$ cat config.mk
export PLATFORM = sky130hd
export DESIGN_NAME = seven_segment_serial_display_driver_core
export DESIGN_NICKNAME = d
export VERILOG_FILES = /design/src/rtl/ssd_pkg.sv /design/src/rtl/ssd_seq.sv /design/src/rtl/seven_segment_serial_display_driver_core.sv
export SDC_FILE = /design/constraint.sdc
export NUM_CORES = 1
export LEC_CHECK = 0
export BUFFER_PORTS_ARGS = -buffer_cell sky130_fd_sc_hd__buf_2
export CAP_MARGIN = 20
export CORE_UTILIZATION = 45
export DETAILED_ROUTE_END_ITERATION = 8
export GPL_TIMING_DRIVEN = 0
export PLACE_DENSITY_LB_ADDON = 0.05
export SKIP_LAST_GASP = 1
export SYNTH_ARGS = -nofsm -noshare
export SYNTH_HDL_FRONTEND = slang
export SYNTH_SLANG_ARGS = --single-unit
$ cat constraint.sdc
create_clock -name clk -period 14.9 [get_ports clk]
set_input_delay 2.98 -clock clk [delete_from_list [all_inputs] [get_ports clk]]
set_output_delay 2.98 -clock clk [all_outputs]
set_load 0.01 [all_outputs]
$ cat src/rtl/ssd_pkg.sv
`timescale 1ns / 1ps
// ----------------------------------------------------------------------------
// ssd_pkg
// Types, command bytes and the digit glyph table of the display driver.
// ----------------------------------------------------------------------------
package ssd_pkg;

	// Sequencer steps of one frame on the two-wire link.
	typedef enum logic [3:0] {
		ST_IDLE    = 4'd0,
		ST_START   = 4'd1,
		ST_BITLOW  = 4'd2,
		ST_BITDATA = 4'd3,
		ST_BITHIGH = 4'd4,
		ST_ACK0    = 4'd5,
		ST_ACK1    = 4'd6,
		ST_ACK2    = 4'd7,
		ST_ACK3    = 4'd8,
		ST_STOP0   = 4'd9,
		ST_STOP1   = 4'd10,
		ST_STOP2   = 4'd11
	} ssd_step_t;

	// Kinds of input item.
	localparam logic OP_TICK = 1'b0;
	localparam logic OP_SHOW = 1'b1;

	// Frame numbers inside one digit.
	localparam logic [1:0] FRAME_DATA = 2'd0;
	localparam logic [1:0] FRAME_ADDR = 2'd1;
	localparam logic [1:0] FRAME_SEG  = 2'd2;
	localparam logic [1:0] FRAME_CTRL = 2'd3;
	localparam logic [1:0] LAST_DIGIT = 2'd3;

	// Command bytes.
	localparam logic [7:0] CMD_DATA = 8'h44;
	localparam logic [7:0] CMD_ADDR = 8'hC0;
	localparam logic [7:0] CMD_CTRL = 8'h80;

	// Number range and the reciprocal used for division by ten.
	localparam int         NUM_W       = 14;
	localparam logic [13:0] NUM_MOD    = 14'd10000;
	localparam logic [16:0] RECIP_TEN  = 17'd52429;
	localparam int         RECIP_SHIFT = 19;

	// One input item.
	typedef struct packed {
		logic              line_in;
		logic              dot;
		logic [NUM_W-1:0]  number;
		logic              op;
	} ssd_item_t;

	// One result item.
	typedef struct packed {
		logic done;
		logic busy;
		logic data_pull_low;
		logic clock_line_high;
	} ssd_result_t;

	// Segment pattern of a decimal digit; bit 7 is left for the dot.
	function automatic logic [7:0] glyph(input logic [3:0] digit);
		logic [7:0] seg;
		case (digit)
			4'd0: seg = 8'h3F;
			4'd1: seg = 8'h06;
			4'd2: seg = 8'h5B;
			4'd3: seg = 8'h4F;
			4'd4: seg = 8'h66;
			4'd5: seg = 8'h6D;
			4'd6: seg = 8'h7D;
			4'd7: seg = 8'h07;
			4'd8: seg = 8'h7F;
			4'd9: seg = 8'h6F;
			default: seg = 8'h00;
		endcase
		return seg;
	endfunction

endpackage

$ cat src/rtl/ssd_seq.sv
`timescale 1ns / 1ps
// ----------------------------------------------------------------------------
// ssd_seq
// Frame sequencer: keeps the link state and produces the line levels for
// each item that it is given. The digits are peeled off the stored number
// one at a time, ones first, as each segment byte is loaded.
// ----------------------------------------------------------------------------
module ssd_seq (
	input  logic               clk,
	input  logic               arst_n,
	input  logic               step_en,
	input  ssd_pkg::ssd_item_t item,
	input  logic [3:0]         brightness,
	output ssd_pkg::ssd_result_t result
);
	import ssd_pkg::*;

	ssd_step_t        step_q, step_d;
	logic [7:0]       shift_q, shift_d;
	logic [3:0]       bitcnt_q, bitcnt_d;
	logic [1:0]       frame_q, frame_d;
	logic [1:0]       digit_q, digit_d;
	logic             clk_q, clk_d;
	logic             dlow_q, dlow_d;
	logic [NUM_W-1:0] rem_q, rem_d;
	logic             dot_q, dot_d;
	logic             done_d;
	logic             idle;
	logic             last_frame;
	logic [3:0]       bitcnt_inc;
	logic [NUM_W-1:0] num_mod;
	logic [30:0]      recip_prod;
	logic [NUM_W-1:0] quot;
	logic [NUM_W-1:0] quot_x10;
	logic [3:0]       digit_val;

	assign idle       = (step_q == ST_IDLE) || (step_q > ST_STOP2);
	assign last_frame = (frame_q == FRAME_CTRL) && (digit_q == LAST_DIGIT);
	assign bitcnt_inc = bitcnt_q + 4'd1;

	// Fold a number above the four-digit range back into it.
	assign num_mod = (item.number >= NUM_MOD) ? (item.number - NUM_MOD) : item.number;

	// Lowest decimal digit of the stored number and the rest of it.
	// The stored number stays below 10000, so the quotient fits in 12 bits.
	assign recip_prod = {17'd0, rem_q} * {14'd0, RECIP_TEN};
	assign quot       = {2'd0, recip_prod[30:RECIP_SHIFT]};
	assign quot_x10   = (quot << 3) + (quot << 1);
	assign digit_val  = 4'(rem_q - quot_x10);

	// Next step.
	always_comb begin
		step_d = step_q;
		if (step_en) begin
			if (item.op == OP_SHOW) begin
				if (idle) begin
					step_d = ST_START;
				end
			end else begin
				case (step_q)
					ST_IDLE:    step_d = ST_IDLE;
					ST_START:   step_d = ST_BITLOW;
					ST_BITLOW:  step_d = ST_BITDATA;
					ST_BITDATA: step_d = ST_BITHIGH;
					ST_BITHIGH: step_d = bitcnt_inc[3] ? ST_ACK0 : ST_BITLOW;
					ST_ACK0:    step_d = ST_ACK1;
					ST_ACK1:    step_d = ST_ACK2;
					ST_ACK2:    step_d = ST_ACK3;
					ST_ACK3:    step_d = (frame_q == FRAME_ADDR) ? ST_BITLOW : ST_STOP0;
					ST_STOP0:   step_d = ST_STOP1;
					ST_STOP1:   step_d = ST_STOP2;
					ST_STOP2:   step_d = last_frame ? ST_IDLE : ST_START;
					default:    step_d = ST_IDLE;
				endcase
			end
		end
	end

	// Line levels, shifter, counters and the digit source.
	always_comb begin
		shift_d  = shift_q;
		bitcnt_d = bitcnt_q;
		frame_d  = frame_q;
		digit_d  = digit_q;
		clk_d    = clk_q;
		dlow_d   = dlow_q;
		rem_d    = rem_q;
		dot_d    = dot_q;
		done_d   = 1'b0;
		if (step_en) begin
			if (item.op == OP_SHOW) begin
				if (idle) begin
					rem_d    = num_mod;
					dot_d    = item.dot;
					digit_d  = 2'd0;
					frame_d  = FRAME_DATA;
					bitcnt_d = 4'd0;
					shift_d  = CMD_DATA;
				end
			end else begin
				case (step_q)
					ST_START: begin
						dlow_d   = 1'b1;
						bitcnt_d = 4'd0;
					end
					ST_BITLOW: clk_d = 1'b0;
					ST_BITDATA: dlow_d = ~shift_q[0];
					ST_BITHIGH: begin
						clk_d    = 1'b1;
						shift_d  = {1'b0, shift_q[7:1]};
						bitcnt_d = bitcnt_inc;
					end
					ST_ACK0: begin
						clk_d  = 1'b0;
						dlow_d = 1'b0;
					end
					ST_ACK1: clk_d = 1'b1;
					ST_ACK2: begin
						if (!item.line_in) begin
							dlow_d = 1'b1;
						end
					end
					ST_ACK3: begin
						clk_d = 1'b0;
						if (frame_q == FRAME_ADDR) begin
							frame_d  = FRAME_SEG;
							shift_d  = {dot_q, 7'd0} | glyph(digit_val);
							rem_d    = quot;
							bitcnt_d = 4'd0;
						end
					end
					ST_STOP0: dlow_d = 1'b1;
					ST_STOP1: clk_d = 1'b1;
					ST_STOP2: begin
						dlow_d = 1'b0;
						done_d = last_frame;
						if (frame_q == FRAME_DATA) begin
							frame_d = FRAME_ADDR;
							shift_d = CMD_ADDR + {6'd0, ~digit_q};
						end else if (frame_q != FRAME_CTRL) begin
							frame_d = FRAME_CTRL;
							shift_d = CMD_CTRL + {4'd0, brightness};
						end else if (digit_q != LAST_DIGIT) begin
							digit_d = digit_q + 2'd1;
							frame_d = FRAME_DATA;
							shift_d = CMD_DATA;
						end
					end
					default: begin
					end
				endcase
			end
		end
	end

	// Result of this item, taken from the levels after it.
	always_comb begin
		result.clock_line_high = clk_d;
		result.data_pull_low   = dlow_d;
		result.busy            = (step_d != ST_IDLE);
		result.done            = done_d;
	end

	// Control state.
	always_ff @(posedge clk or negedge arst_n) begin
		if (!arst_n) begin
			step_q   <= ST_IDLE;
			shift_q  <= 8'd0;
			bitcnt_q <= 4'd0;
			frame_q  <= FRAME_DATA;
			digit_q  <= 2'd0;
			clk_q    <= 1'b0;
			dlow_q   <= 1'b0;
		end else begin
			step_q   <= step_d;
			shift_q  <= shift_d;
			bitcnt_q <= bitcnt_d;
			frame_q  <= frame_d;
			digit_q  <= digit_d;
			clk_q    <= clk_d;
			dlow_q   <= dlow_d;
		end
	end

	// Stored number and dot flag.
	always_ff @(posedge clk) begin
		rem_q <= rem_d;
		dot_q <= dot_d;
	end

endmodule

$ cat src/rtl/seven_segment_serial_display_driver_core.sv
`timescale 1ns / 1ps
// ----------------------------------------------------------------------------
// seven_segment_serial_display_driver_core
// Four-digit seven-segment display driver over a two-wire link, one delay
// tick or show request per input transfer, one line-level result per item.
//
// Channel   Direction  Width           Content
// s_*       in         16 + tuser 1    number, dot, data_line_in; tuser = op
// m_*       out        8 + tlast 1     clock_line_high, data_pull_low, busy_res
//                                      in tdata; tlast = update_done
// cfg_*     in         4               brightness register write
//
// One item is taken every cycle while the result side does not stall; its
// result passes through the input register and then the result register
// before it is presented.
// The sequencer state after reset is idle with both lines low-clock, released.
// A stall on m_tready holds the result; the input register then fills and
// s_tready drops only while both registers are full.
// ----------------------------------------------------------------------------
module seven_segment_serial_display_driver_core (
	input  logic        clk,
	input  logic        arst_n,
	input  logic        s_tvalid,
	output logic        s_tready,
	input  logic [15:0] s_tdata,   // [13:0] number, [14] dot, [15] data_line_in
	input  logic        s_tuser,   // [0] op
	output logic        m_tvalid,
	input  logic        m_tready,
	output logic [7:0]  m_tdata,   // [0] clock_line_high, [1] data_pull_low,
	                               // [2] busy_res, [7:3] zero
	output logic        m_tlast,   // update_done
	input  logic        cfg_wen,
	input  logic [3:0]  cfg_wdata
);
	import ssd_pkg::*;

	logic        valid_s1;
	ssd_item_t   item_s1;
	logic        advance;
	logic        out_valid_q;
	ssd_result_t out_q;
	ssd_result_t result;
	logic [3:0]  brightness_q;

	// The input stage moves on when the result register is free or emptying.
	assign advance  = valid_s1 && (!out_valid_q || m_tready);
	assign s_tready = !valid_s1 || advance;

	// Brightness register.
	always_ff @(posedge clk or negedge arst_n) begin
		if (!arst_n) begin
			brightness_q <= 4'd0;
		end else if (cfg_wen) begin
			brightness_q <= cfg_wdata;
		end
	end

	// Input register valid flag.
	always_ff @(posedge clk or negedge arst_n) begin
		if (!arst_n) begin
			valid_s1 <= 1'b0;
		end else if (s_tready) begin
			valid_s1 <= s_tvalid;
		end
	end

	// Input register payload.
	always_ff @(posedge clk) begin
		if (s_tvalid && s_tready) begin
			item_s1.op      <= s_tuser;
			item_s1.number  <= s_tdata[13:0];
			item_s1.dot     <= s_tdata[14];
			item_s1.line_in <= s_tdata[15];
		end
	end

	ssd_seq u_seq (
		.clk        (clk),
		.arst_n     (arst_n),
		.step_en    (advance),
		.item       (item_s1),
		.brightness (brightness_q),
		.result     (result)
	);

	// Result register valid flag.
	always_ff @(posedge clk or negedge arst_n) begin
		if (!arst_n) begin
			out_valid_q <= 1'b0;
		end else if (advance) begin
			out_valid_q <= 1'b1;
		end else if (m_tready) begin
			out_valid_q <= 1'b0;
		end
	end

	// Result register payload.
	always_ff @(posedge clk) begin
		if (advance) begin
			out_q <= result;
		end
	end

	assign m_tvalid = out_valid_q;
	assign m_tdata  = {5'd0, out_q.busy, out_q.data_pull_low, out_q.clock_line_high};
	assign m_tlast  = out_q.done;

endmodule

# --- Word-level counts from Yosys, hierarchy flattened ---
# Memories as Yosys holds them, arrays and structs flattened.
# Cells that the tools add are included.
word_totals:
  reg_bits: 64
  latchBits: 0
  ramBits: 0
  romBits: 112
  inputBits: 26
  out_inout_bits: 11
  elab_cells: 134
  memories: 1
op_classes:
  addsub: 7
  n_mul: 1
  div_mod_pow: 0
  n_lt_le_gt_ge: 2
  eq_ne: 21
  shift: 0
  muxes: 48
  n_bitwise: 4
  reduce_logical: 30
memory_table:
  columns: ["memory", "words", "width", "rd", "rd_ports_with_merged_regs", "write_ports", "line", "source"]
  rows:
  - ["(name not given)", 16, 7, 1, 0, 0, "ssd_pkg.sv:65", "case (digit)"]
ops:
  columns: ["operator", "n"]
  rows:
  - ["8-bit 2-to-1 mux", 10]
  - ["14-bit 2-to-1 mux", 5]
  - ["4-bit one-hot mux with 11 select lines", 1]
  - ["14-bit by 16-bit multiplier with 30-bit output (second input constant)", 1]
  - ["4-bit 2-to-1 mux", 7]
  - ["8-bit one-hot mux with 3 select lines", 1]
  - ["2-bit 2-to-1 mux", 11]
  - ["4-bit by 3-bit equality test with 1-bit output (second input constant)", 4]
  - ["4-bit equality test (second input constant)", 4]
  - ["14-bit greater-or-equal comparator (second input constant)", 1]
  - ["14-bit subtractor (second input constant)", 1]
  - ["4-bit one-hot mux with 3 select lines", 1]
  - ["4-bit nonzero test", 3]
  - ["5-bit AND reduction", 2]
  - ["2-bit nonzero test", 5]
  - ["7-bit by 3-bit adder with 8-bit output (first input constant)", 1]
  - ["8-bit by 4-bit adder with 8-bit output (first input constant)", 1]
  - ["4-bit by 2-bit equality test with 1-bit output (second input constant)", 2]
  - ["1-bit 2-to-1 mux", 8]
  - ["2-bit != test (second input constant)", 4]
  - ["8-bit OR", 1]
  - ["4-bit AND reduction", 2]
  - ["6-bit AND reduction", 1]
  - ["2-bit OR reduction", 3]
  - ["25 further kinds", 33]

# --- Depth between registers and ports, before layout ---
# Gate-level depths: netlist (run 1).
# An unclocked memory read counts as a cell.
depth:
  word_depth: 12
  depth_mapped: 26
  mapped_depth_nobuf: 26

# --- Hierarchy ---
# Synthesis (run 1) repeated with hierarchy kept, for this count alone.
hier_totals:
  hier_cells: 689
  hier_area_um2: 6904.1
modules_own_cells:
  columns: ["mod", "n_inst", "cells_each", "area_each_um2", "seq_area_each_um2"]
  rows:
  - ["ssd_seq", 1, 646, 5985.7, 1001.0]
  - ["seven_segment_serial_display_driver_core", 1, 43, 918.4, 780.7]

# --- Worst setup path before layout (run 1) ---
# Ideal clock, no wire load.
synth_path:
  path_type: "in2out"
  startpoint: "in m_tready"
  endpoint: "out s_tready"
  t_arrival_ns: 3.189
  t_required_ns: 11.920
  slack_ns: 8.731
  stages: 1
  n_path_buf: 0
  cell_sequence: "nand3b_1"
synth_between:
  elab_chain_len: 3
synth_lines:
  columns: ["element", "line", "source"]
  rows:
  - ["from (decl)", "seven_segment_serial_display_driver_core.sv:28", "input logic m_tready,"]
  - ["1-bit logical OR", "seven_segment_serial_display_driver_core.sv:46", "assign advance = valid_s1 && (!out_valid_q || m_tready);"]
  - ["1-bit logical AND", "seven_segment_serial_display_driver_core.sv:46", null]
  - ["1-bit logical OR", "seven_segment_serial_display_driver_core.sv:47", "assign s_tready = !valid_s1 || advance;"]
  - ["to (decl)", "seven_segment_serial_display_driver_core.sv:24", "output logic s_tready,"]
# No other way between the ends.

# --- Worst setup path after layout (run 1) ---
layout_path:
  startpoint: "reg u_seq.rem_q[8]"
  endpoint: "reg u_seq.shift_q[6]"
layout_between:
  elab_chain_len: 12
layout_lines:
  columns: ["element", "line", "source"]
  rows:
  - ["from (decl)", "ssd_seq.sv:25", "logic [NUM_W-1:0] rem_q, rem_d;"]
  - ["from (signal assigned)", "ssd_seq.sv:187", "rem_q <= rem_d;"]
  - ["14-bit by 16-bit multiplier with 30-bit output", "ssd_seq.sv:46", "assign recip_prod = {17'd0, rem_q} * {14'd0, RECIP_TEN};"]
  - ["4-bit adder", "ssd_seq.sv:48", "assign quot_x10 = (quot << 3) + (quot << 1);"]
  - ["4-bit subtractor", "ssd_seq.sv:49", "assign digit_val = 4'(rem_q - quot_x10);"]
  - ["memory 16 x 7 bit", null, null]
  - ["8-bit 2-to-1 mux", "ssd_seq.sv:125", "if (frame_q == FRAME_ADDR) begin"]
  - ["8-bit 2-to-1 mux", "ssd_seq.sv:101", "case (step_q)"]
  - ["8-bit 2-to-1 mux", "ssd_seq.sv:91", "if (item.op == OP_SHOW) begin"]
  - ["8-bit 2-to-1 mux", "ssd_seq.sv:90", "if (step_en) begin"]
  - ["8-bit OR", "ssd_seq.sv:127", "shift_d = {dot_q, 7'd0} | glyph(digit_val);"]
  - ["8-bit 2-to-1 mux", "ssd_seq.sv:125", null]
  - ["8-bit one-hot mux with 3 select lines", "ssd_seq.sv:101", null]
  - ["8-bit 2-to-1 mux", "ssd_seq.sv:91", null]
  - ["to (signal assigned)", "ssd_seq.sv:176", "shift_q <= shift_d;"]
  - ["to (decl)", "ssd_seq.sv:19", "logic [7:0] shift_q, shift_d;"]
# No other way between the ends. The select of a mux whose other input is x is not followed.
# A chain may end at the register's enable or synchronous reset.

==> impl_metrics.tcl, run 1 <==
set metrics [dict create \
    die_height_um 126 \
    clock-sinks 64 \
    tns_ns 0 \
    crit_path_start_kind "flop" \
    cts_buffers 9 \
    synthSimpleGateAreaFrac 0.117 \
    postCtsSetupRepairBufs 0 \
    final_common_cell "ha_1" \
    met3_length_um 312 \
    path_class "reg -> reg" \
    synthArstFlopShare 0.438 \
    start_util 0.467 \
    area_growth_pct 10.4 \
    grt_use_total 0.203 \
    fin_worst_skew_ns 0.00624 \
    rsz0062_at_grt "no" \
    drtIter0Drc 214 \
    timing.final.crit_share 0.446 \
    rows 44 \
    final_nets 934 \
    globalplace.congestion 0.839 \
    via_per_inst 5.41 \
    fmaxAchievable_ghz 0.150 \
    avgSynthCellArea_um2 10.0 \
    r2r_setup_slack_ns 8.25 \
    yosys.area_share.xor_xnor 0.0402 \
    antenna_cells 0 \
    slew_headroom 0.441 \
    post-route-drc-count 0 \
    hold_depth 0 \
    status "finished, final reports clean" \
    regArea_mm2 0.00178 \
    worstPathRequired_ns 15.11 \
    grt_max_degree 29 \
    wirelength_mm 14.6 \
    cts_resized 0 \
    critPathMaxFanout 5 \
    antenna_found_initial 0 \
    wl_met1_mm 6.52 \
    ant_nets 0 \
    first_pass_iters 5 \
    grt_pass1_vias 5319 \
    top_layer "met4" \
    coreArea_mm2 0.0148 \
    synth_seq_area_share 0.259 \
    multi_input_area_mm2 0.00464 \
    overflow 0 \
    finalHoldViolCount 0 \
    setup.worst_path.start "u_seq.rem_q[8]$_DFFE_PP_" \
    yosysUniqueCellTypes 74 \
    setup_viol 0 \
    nFillCells 1375 \
    synthMuxAreaShare 0.0158 \
    cp_slowest_stage_delay_ns 0.63 \
    layout_common_cells "ha_1, inv_1, fa_1" \
    clock_latency_ns 0.33 \
    rr_worst_depth 21 \
    worst_r2r_endpoint "u_seq.shift_q[6]$_DFFE_PN0P_" \
    root_buffer "clkbuf_16" \
    hpwl_mm 12.3 \
    synthAdderAreaFrac 0.375 \
    hold_class "reg -> reg" \
    synth-edff-count 36 \
    numPortBuffers 31 \
    critPathSlowestCell "fa_1" \
    ctsHoldBuffers 0 \
    ys.flop_type "edfxtp_1" \
    endpoint "u_seq.shift_q[6]$_DFFE_PN0P_" \
    worst_pin_slew_ns 0.837 \
    ys_seq_elements 64 \
    cts_tree "yes" \
    avgRoutedWirePerCell_um 15.8 \
    synth_top_family_by_area "adder cells" \
    drive_above_1_share 0.101 \
    path_common_cell "fa_1" \
    crit_arrival_ns 6.86 \
    cts.clk_slew.worst_paths_ns 0.05 \
    syn_area_mm2 0.00689 \
    cp-end-kind "flop" \
    maxSlewViolCount 0 \
    clockBufferDepth 2 \
    ys.warnings.count 0 \
    grt_pass1_wl_mm 25.5 \
    route.met2.wl_mm 7.49 \
    rr_startpoint "u_seq.rem_q[8]$_DFFE_PP_" \
    drv_cap 0 \
    cp_cell_sequence "ha_1 > inv_1 > fa_1 > fa_1 > fa_1 > inv_1 > fa_1 > inv_1 > fa_1 > inv_1 > ha_1 > a21oi_1 > o311ai_0 > xor2_1 > ha_1 > xnor2_1 > nand2_1 > nand3_1 > nor2_1 > a21o_1 > o32a_1" \
    fp.dieW_um 126 \
    ioPinCount 37 \
    synth-compound-area-share 0.122 \
    period_minus_slack_ns 6.65 \
    vias 4996 \
    syn_inst 687 \
    htree_levels 3 \
    die_area_mm2 0.0158 \
]
synth_stat cells (all sizes together), types with 11 or more instances:
| cell type | number | area share |
|---|---|---|
| nand2 | 53 | 0.029 |
| o21ai | 41 | 0.032 |
| ha | 120 | 0.22 |
| xnor2 | 20 | 0.025 |
| a21oi | 24 | 0.017 |
| nand3 | 16 | 0.012 |
| dfrtp | 28 | 0.10 |
| nor2 | 35 | 0.019 |
| inv | 106 | 0.058 |
| nand2b | 11 | 0.010 |
| edfxtp | 36 | 0.16 |
| fa | 54 | 0.16 |
worst min-delay path by stage:
stage,startpoint,endpoint
6_report,item_s1[15]$_DFFE_PP_,u_seq.dot_q$_DFFE_PP_
5_1_grt,item_s1[15]$_DFFE_PP_,u_seq.dot_q$_DFFE_PP_
4_1_cts,item_s1[15]$_DFFE_PP_,u_seq.dot_q$_DFFE_PP_
3_5_place_dp,item_s1[15]$_DFFE_PP_,u_seq.dot_q$_DFFE_PP_
3_3_place_gp,item_s1[15]$_DFFE_PP_,u_seq.dot_q$_DFFE_PP_
2_1_floorplan,item_s1[15]$_DFFE_PP_,u_seq.dot_q$_DFFE_PP_
state kept, by name (all words and copies together) (netlist names), 2 cells and up:
register,cells
item_s1,17
u_seq.rem_q,14
u_seq.shift_q,8
brightness_q,4
u_seq.bitcnt_q,4
u_seq.step_q,4
m_tdata,3
u_seq.digit_q,2
u_seq.frame_q,2
worst max-delay path: cells and delay by family, from the launching register on:
kind	cells	cell delay, ns
AND/OR/NAND/NOR	3	0.31
AO/OA/AOI/OAI	4	1.07
adder cells (fa/ha/maj)	8	3.73
buffers and inverters	4	0.20
flip-flops	1	0.51
XOR/XNOR	2	0.71
layer usage:
layer	vias up	GRT usage
met5	-	0
met4	0	0.0653
met3	22	0.0212
met2	82	0.375
met1	2432	0.248
li1	2460	-
cell type report:
cell class,instances,share of cell area
Buffer,17,0.0110
Clock buffer,9,0.0296
Clock inverter,7,0.0105
Inverter,106,0.0524
Multi-Input combinational cell,504,0.610
Sequential cell,64,0.234
Tap cell,184,0.0303
Timing Repair Buffer,32,0.0214
cells by family (layout without fill, tap and decap cells):
logic type	Yosys count	after routing
flip-flops	64	64
adder cells (fa/ha/maj)	174	174
buffers and inverters	123	171
XOR/XNOR	29	29
other	1	5
multiplexers	10	10
AND/OR/NAND/NOR	164	164
AO/OA/AOI/OAI	122	122
through the flow:
stage	std cells	utilization	worst slack, ns	instance area (um^2)	hold WS [ns]
after floorplan	691	-	8.73	6900	0.400
after global placement	906	0.494	8.24	7290	0.434
after detailed placement	907	0.494	8.24	7290	0.437
after CTS	923	0.515	8.18	7600	0.451
after global routing	923	0.515	7.82	7600	0.448
final	923	0.515	8.25	7600	0.458
Power of run 1 is not shown: default switching activity piles up to over one toggle a cycle in this logic, so the estimate is an artifact.
==> inputs of run 2 (changes only) <==
clock period = 6.7 ns   (was 14.9 ns; I/O delays follow)
==> run 2 against run 1 <==
Net effect:
- flip-flop and latch count unchanged
- clock skew rose by 0.0011 ns
- critical path depth up 2
- sequential share of layout area shrank 0.37 points
- register-to-register slack got worse by 8.0 ns
- highest routed layer unchanged
- non-clock buffer count increased by 6
==> impl_metrics.tcl, run 2 (same netlist as run 1, synthesis figures left out) <==
set metrics [dict create \
    rr_worst_depth 23 \
    area_growth_pct 12.1 \
    clockBufferDepth 2 \
    tns_ns 0 \
    timing.final.crit_share 0.962 \
    nFillCells 1358 \
    clock-sinks 64 \
    die_height_um 126 \
    antenna_found_initial 0 \
    dpl.cell_count 907 \
    final_common_cell "ha_1" \
    ctsHoldBuffers 0 \
    clock_latency_ns 0.33 \
    rr_startpoint "u_seq.rem_q[9]$_DFFE_PP_" \
    hpwl_mm 12.3 \
    grt_pass1_wl_mm 25.5 \
    antenna_cells 0 \
    period_minus_slack_ns 6.45 \
    grt_max_degree 29 \
    start_util 0.467 \
    finalHoldViolCount 0 \
    regMostFlops "item_s1" \
    ioPinCount 37 \
    reg.largest.list "item_s1 (17), u_seq.rem_q (14), u_seq.shift_q (8)" \
    vias 5003 \
    numPortBuffers 31 \
    drv_cap 0 \
    cp-end-kind "flop" \
    root_buffer "clkbuf_16" \
    htree_levels 3 \
    cts.clk_slew.worst_paths_ns 0.06 \
    hp-start "item_s1[15]$_DFFE_PP_" \
    drtIter0Drc 191 \
    die_area_mm2 0.0158 \
    post-route-drc-count 0 \
    final_area_mm2 0.00772 \
    ant_nets 0 \
    final_nets 940 \
    drive_above_1_share 0.123 \
    via_per_inst 5.39 \
    placed_area_mm2 0.00729 \
    grt_pass1_vias 5323 \
    fin_worst_skew_ns 0.00735 \
    finalNonFillerCells 929 \
    hold_class "reg -> reg" \
    slew_headroom 0.462 \
    cts_tree "yes" \
    setup_viol 0 \
    wirelength_mm 14.7 \
    worst_pin_slew_ns 0.805 \
    largest_reg_flops 17 \
    coreArea_mm2 0.0148 \
    overflow 0 \
    cts_buffers 9 \
    first_pass_iters 4 \
    crit_path_start_kind "flop" \
    layout_common_cells "ha_1, inv_1, nand2_1, fa_1, o21ai_0" \
    globalplace.congestion 0.839 \
    critPathMaxFanout 5 \
    fmaxAchievable_ghz 0.155 \
    maxSlewViolCount 0 \
    setup.worst_path.start "u_seq.rem_q[9]$_DFFE_PP_" \
    crit_arrival_ns 6.66 \
    fp.dieW_um 126 \
    hold_depth 0 \
    grt_use_total 0.204 \
    path_class "reg -> reg" \
    avgRoutedWirePerCell_um 15.8 \
    rows 44 \
    status "finished, final reports clean" \
    worstPathRequired_ns 6.91 \
]
==> run 2: routing by layer <==
metal / track usage / part of all wire / vias to the layer above / routed length, um
met4: 0.0653 / 0.013 / 0 / 186
met3: 0.0212 / 0.021 / 12 / 315
met1: 0.248 / 0.45 / 2452 / 6600
met2: 0.376 / 0.52 / 69 / 7590
met5: 0 / 0 / - / 0
li1: - / - / 2470 / -
==> run 2: what timing repair did <==
| action | 4_1_cts | 5_1_grt |
|---|---|---|
| gates resized for setup | 2 | 13 |
| pin swaps | 0 | 3 |
| gates cloned | 0 | 0 |
| setup endpoints to repair | 1 | 8 |
| setup buffers | 0 | 6 |
==> run 2: area by class of cell <==
| cell class | count | area (um^2) | share of cell area |
|---|---|---|---|
| timing repair buffer | 38 | 208 | 0.0269 |
| clock inverter | 7 | 80.1 | 0.0104 |
| inverter | 106 | 398 | 0.0515 |
| clock buffer | 9 | 225 | 0.0292 |
| sequential | 64 | 1780 | 0.231 |
| buffer | 17 | 83.8 | 0.0109 |
| tap | 184 | 230 | 0.0298 |
| multi-input combinational | 504 | 4710 | 0.611 |
==> run 2: per-stage QoR <==
| step | util | worst slack, ns | hold WS [ns] |
|---|---|---|---|
| floorplan | - | 0.742 | 0.400 |
| global placement | 0.494 | 0.0388 | 0.434 |
| detailed placement | 0.494 | 0.0383 | 0.437 |
| CTS | 0.516 | 0.0709 | 0.451 |
| global route | 0.523 | -0.0328 | 0.448 |
| finish | 0.523 | 0.254 | 0.455 |
==> run 2: path summary, 6_finish.rpt <==
path                       slack (ns)                           end
min                              0.45         u_seq.dot_q$_DFFE_PP_
min reg2reg                      0.45         u_seq.dot_q$_DFFE_PP_
min in group asynchronous        1.03   brightness_q[2]$_DFFE_PN0P_
max in group asynchronous        5.23  u_seq.digit_q[0]$_DFFE_PN0P_
max                              0.25  u_seq.shift_q[6]$_DFFE_PN0P_
max reg2reg                      0.25  u_seq.shift_q[6]$_DFFE_PN0P_
==> run 2: critical path, cell delays in order (launching register included) <==
cell      delay, ns
edfxtp_1       0.44
ha_1           0.33
inv_1          0.06
fa_2           0.65
fa_1           0.46
fa_1           0.55
inv_1          0.05
fa_1           0.52
inv_1          0.06
fa_1           0.50
inv_1          0.04
ha_1           0.33
nand4_2        0.18
nor2_1         0.15
o211ai_1       0.11
o311ai_2       0.10
xor2_1         0.29
ha_2           0.39
xor2_2         0.29
nand2_1        0.12
nand3_1        0.12
nor2_1         0.05
a21o_1         0.18
o32a_1         0.33
Power of run 2 is left out for the same reason.
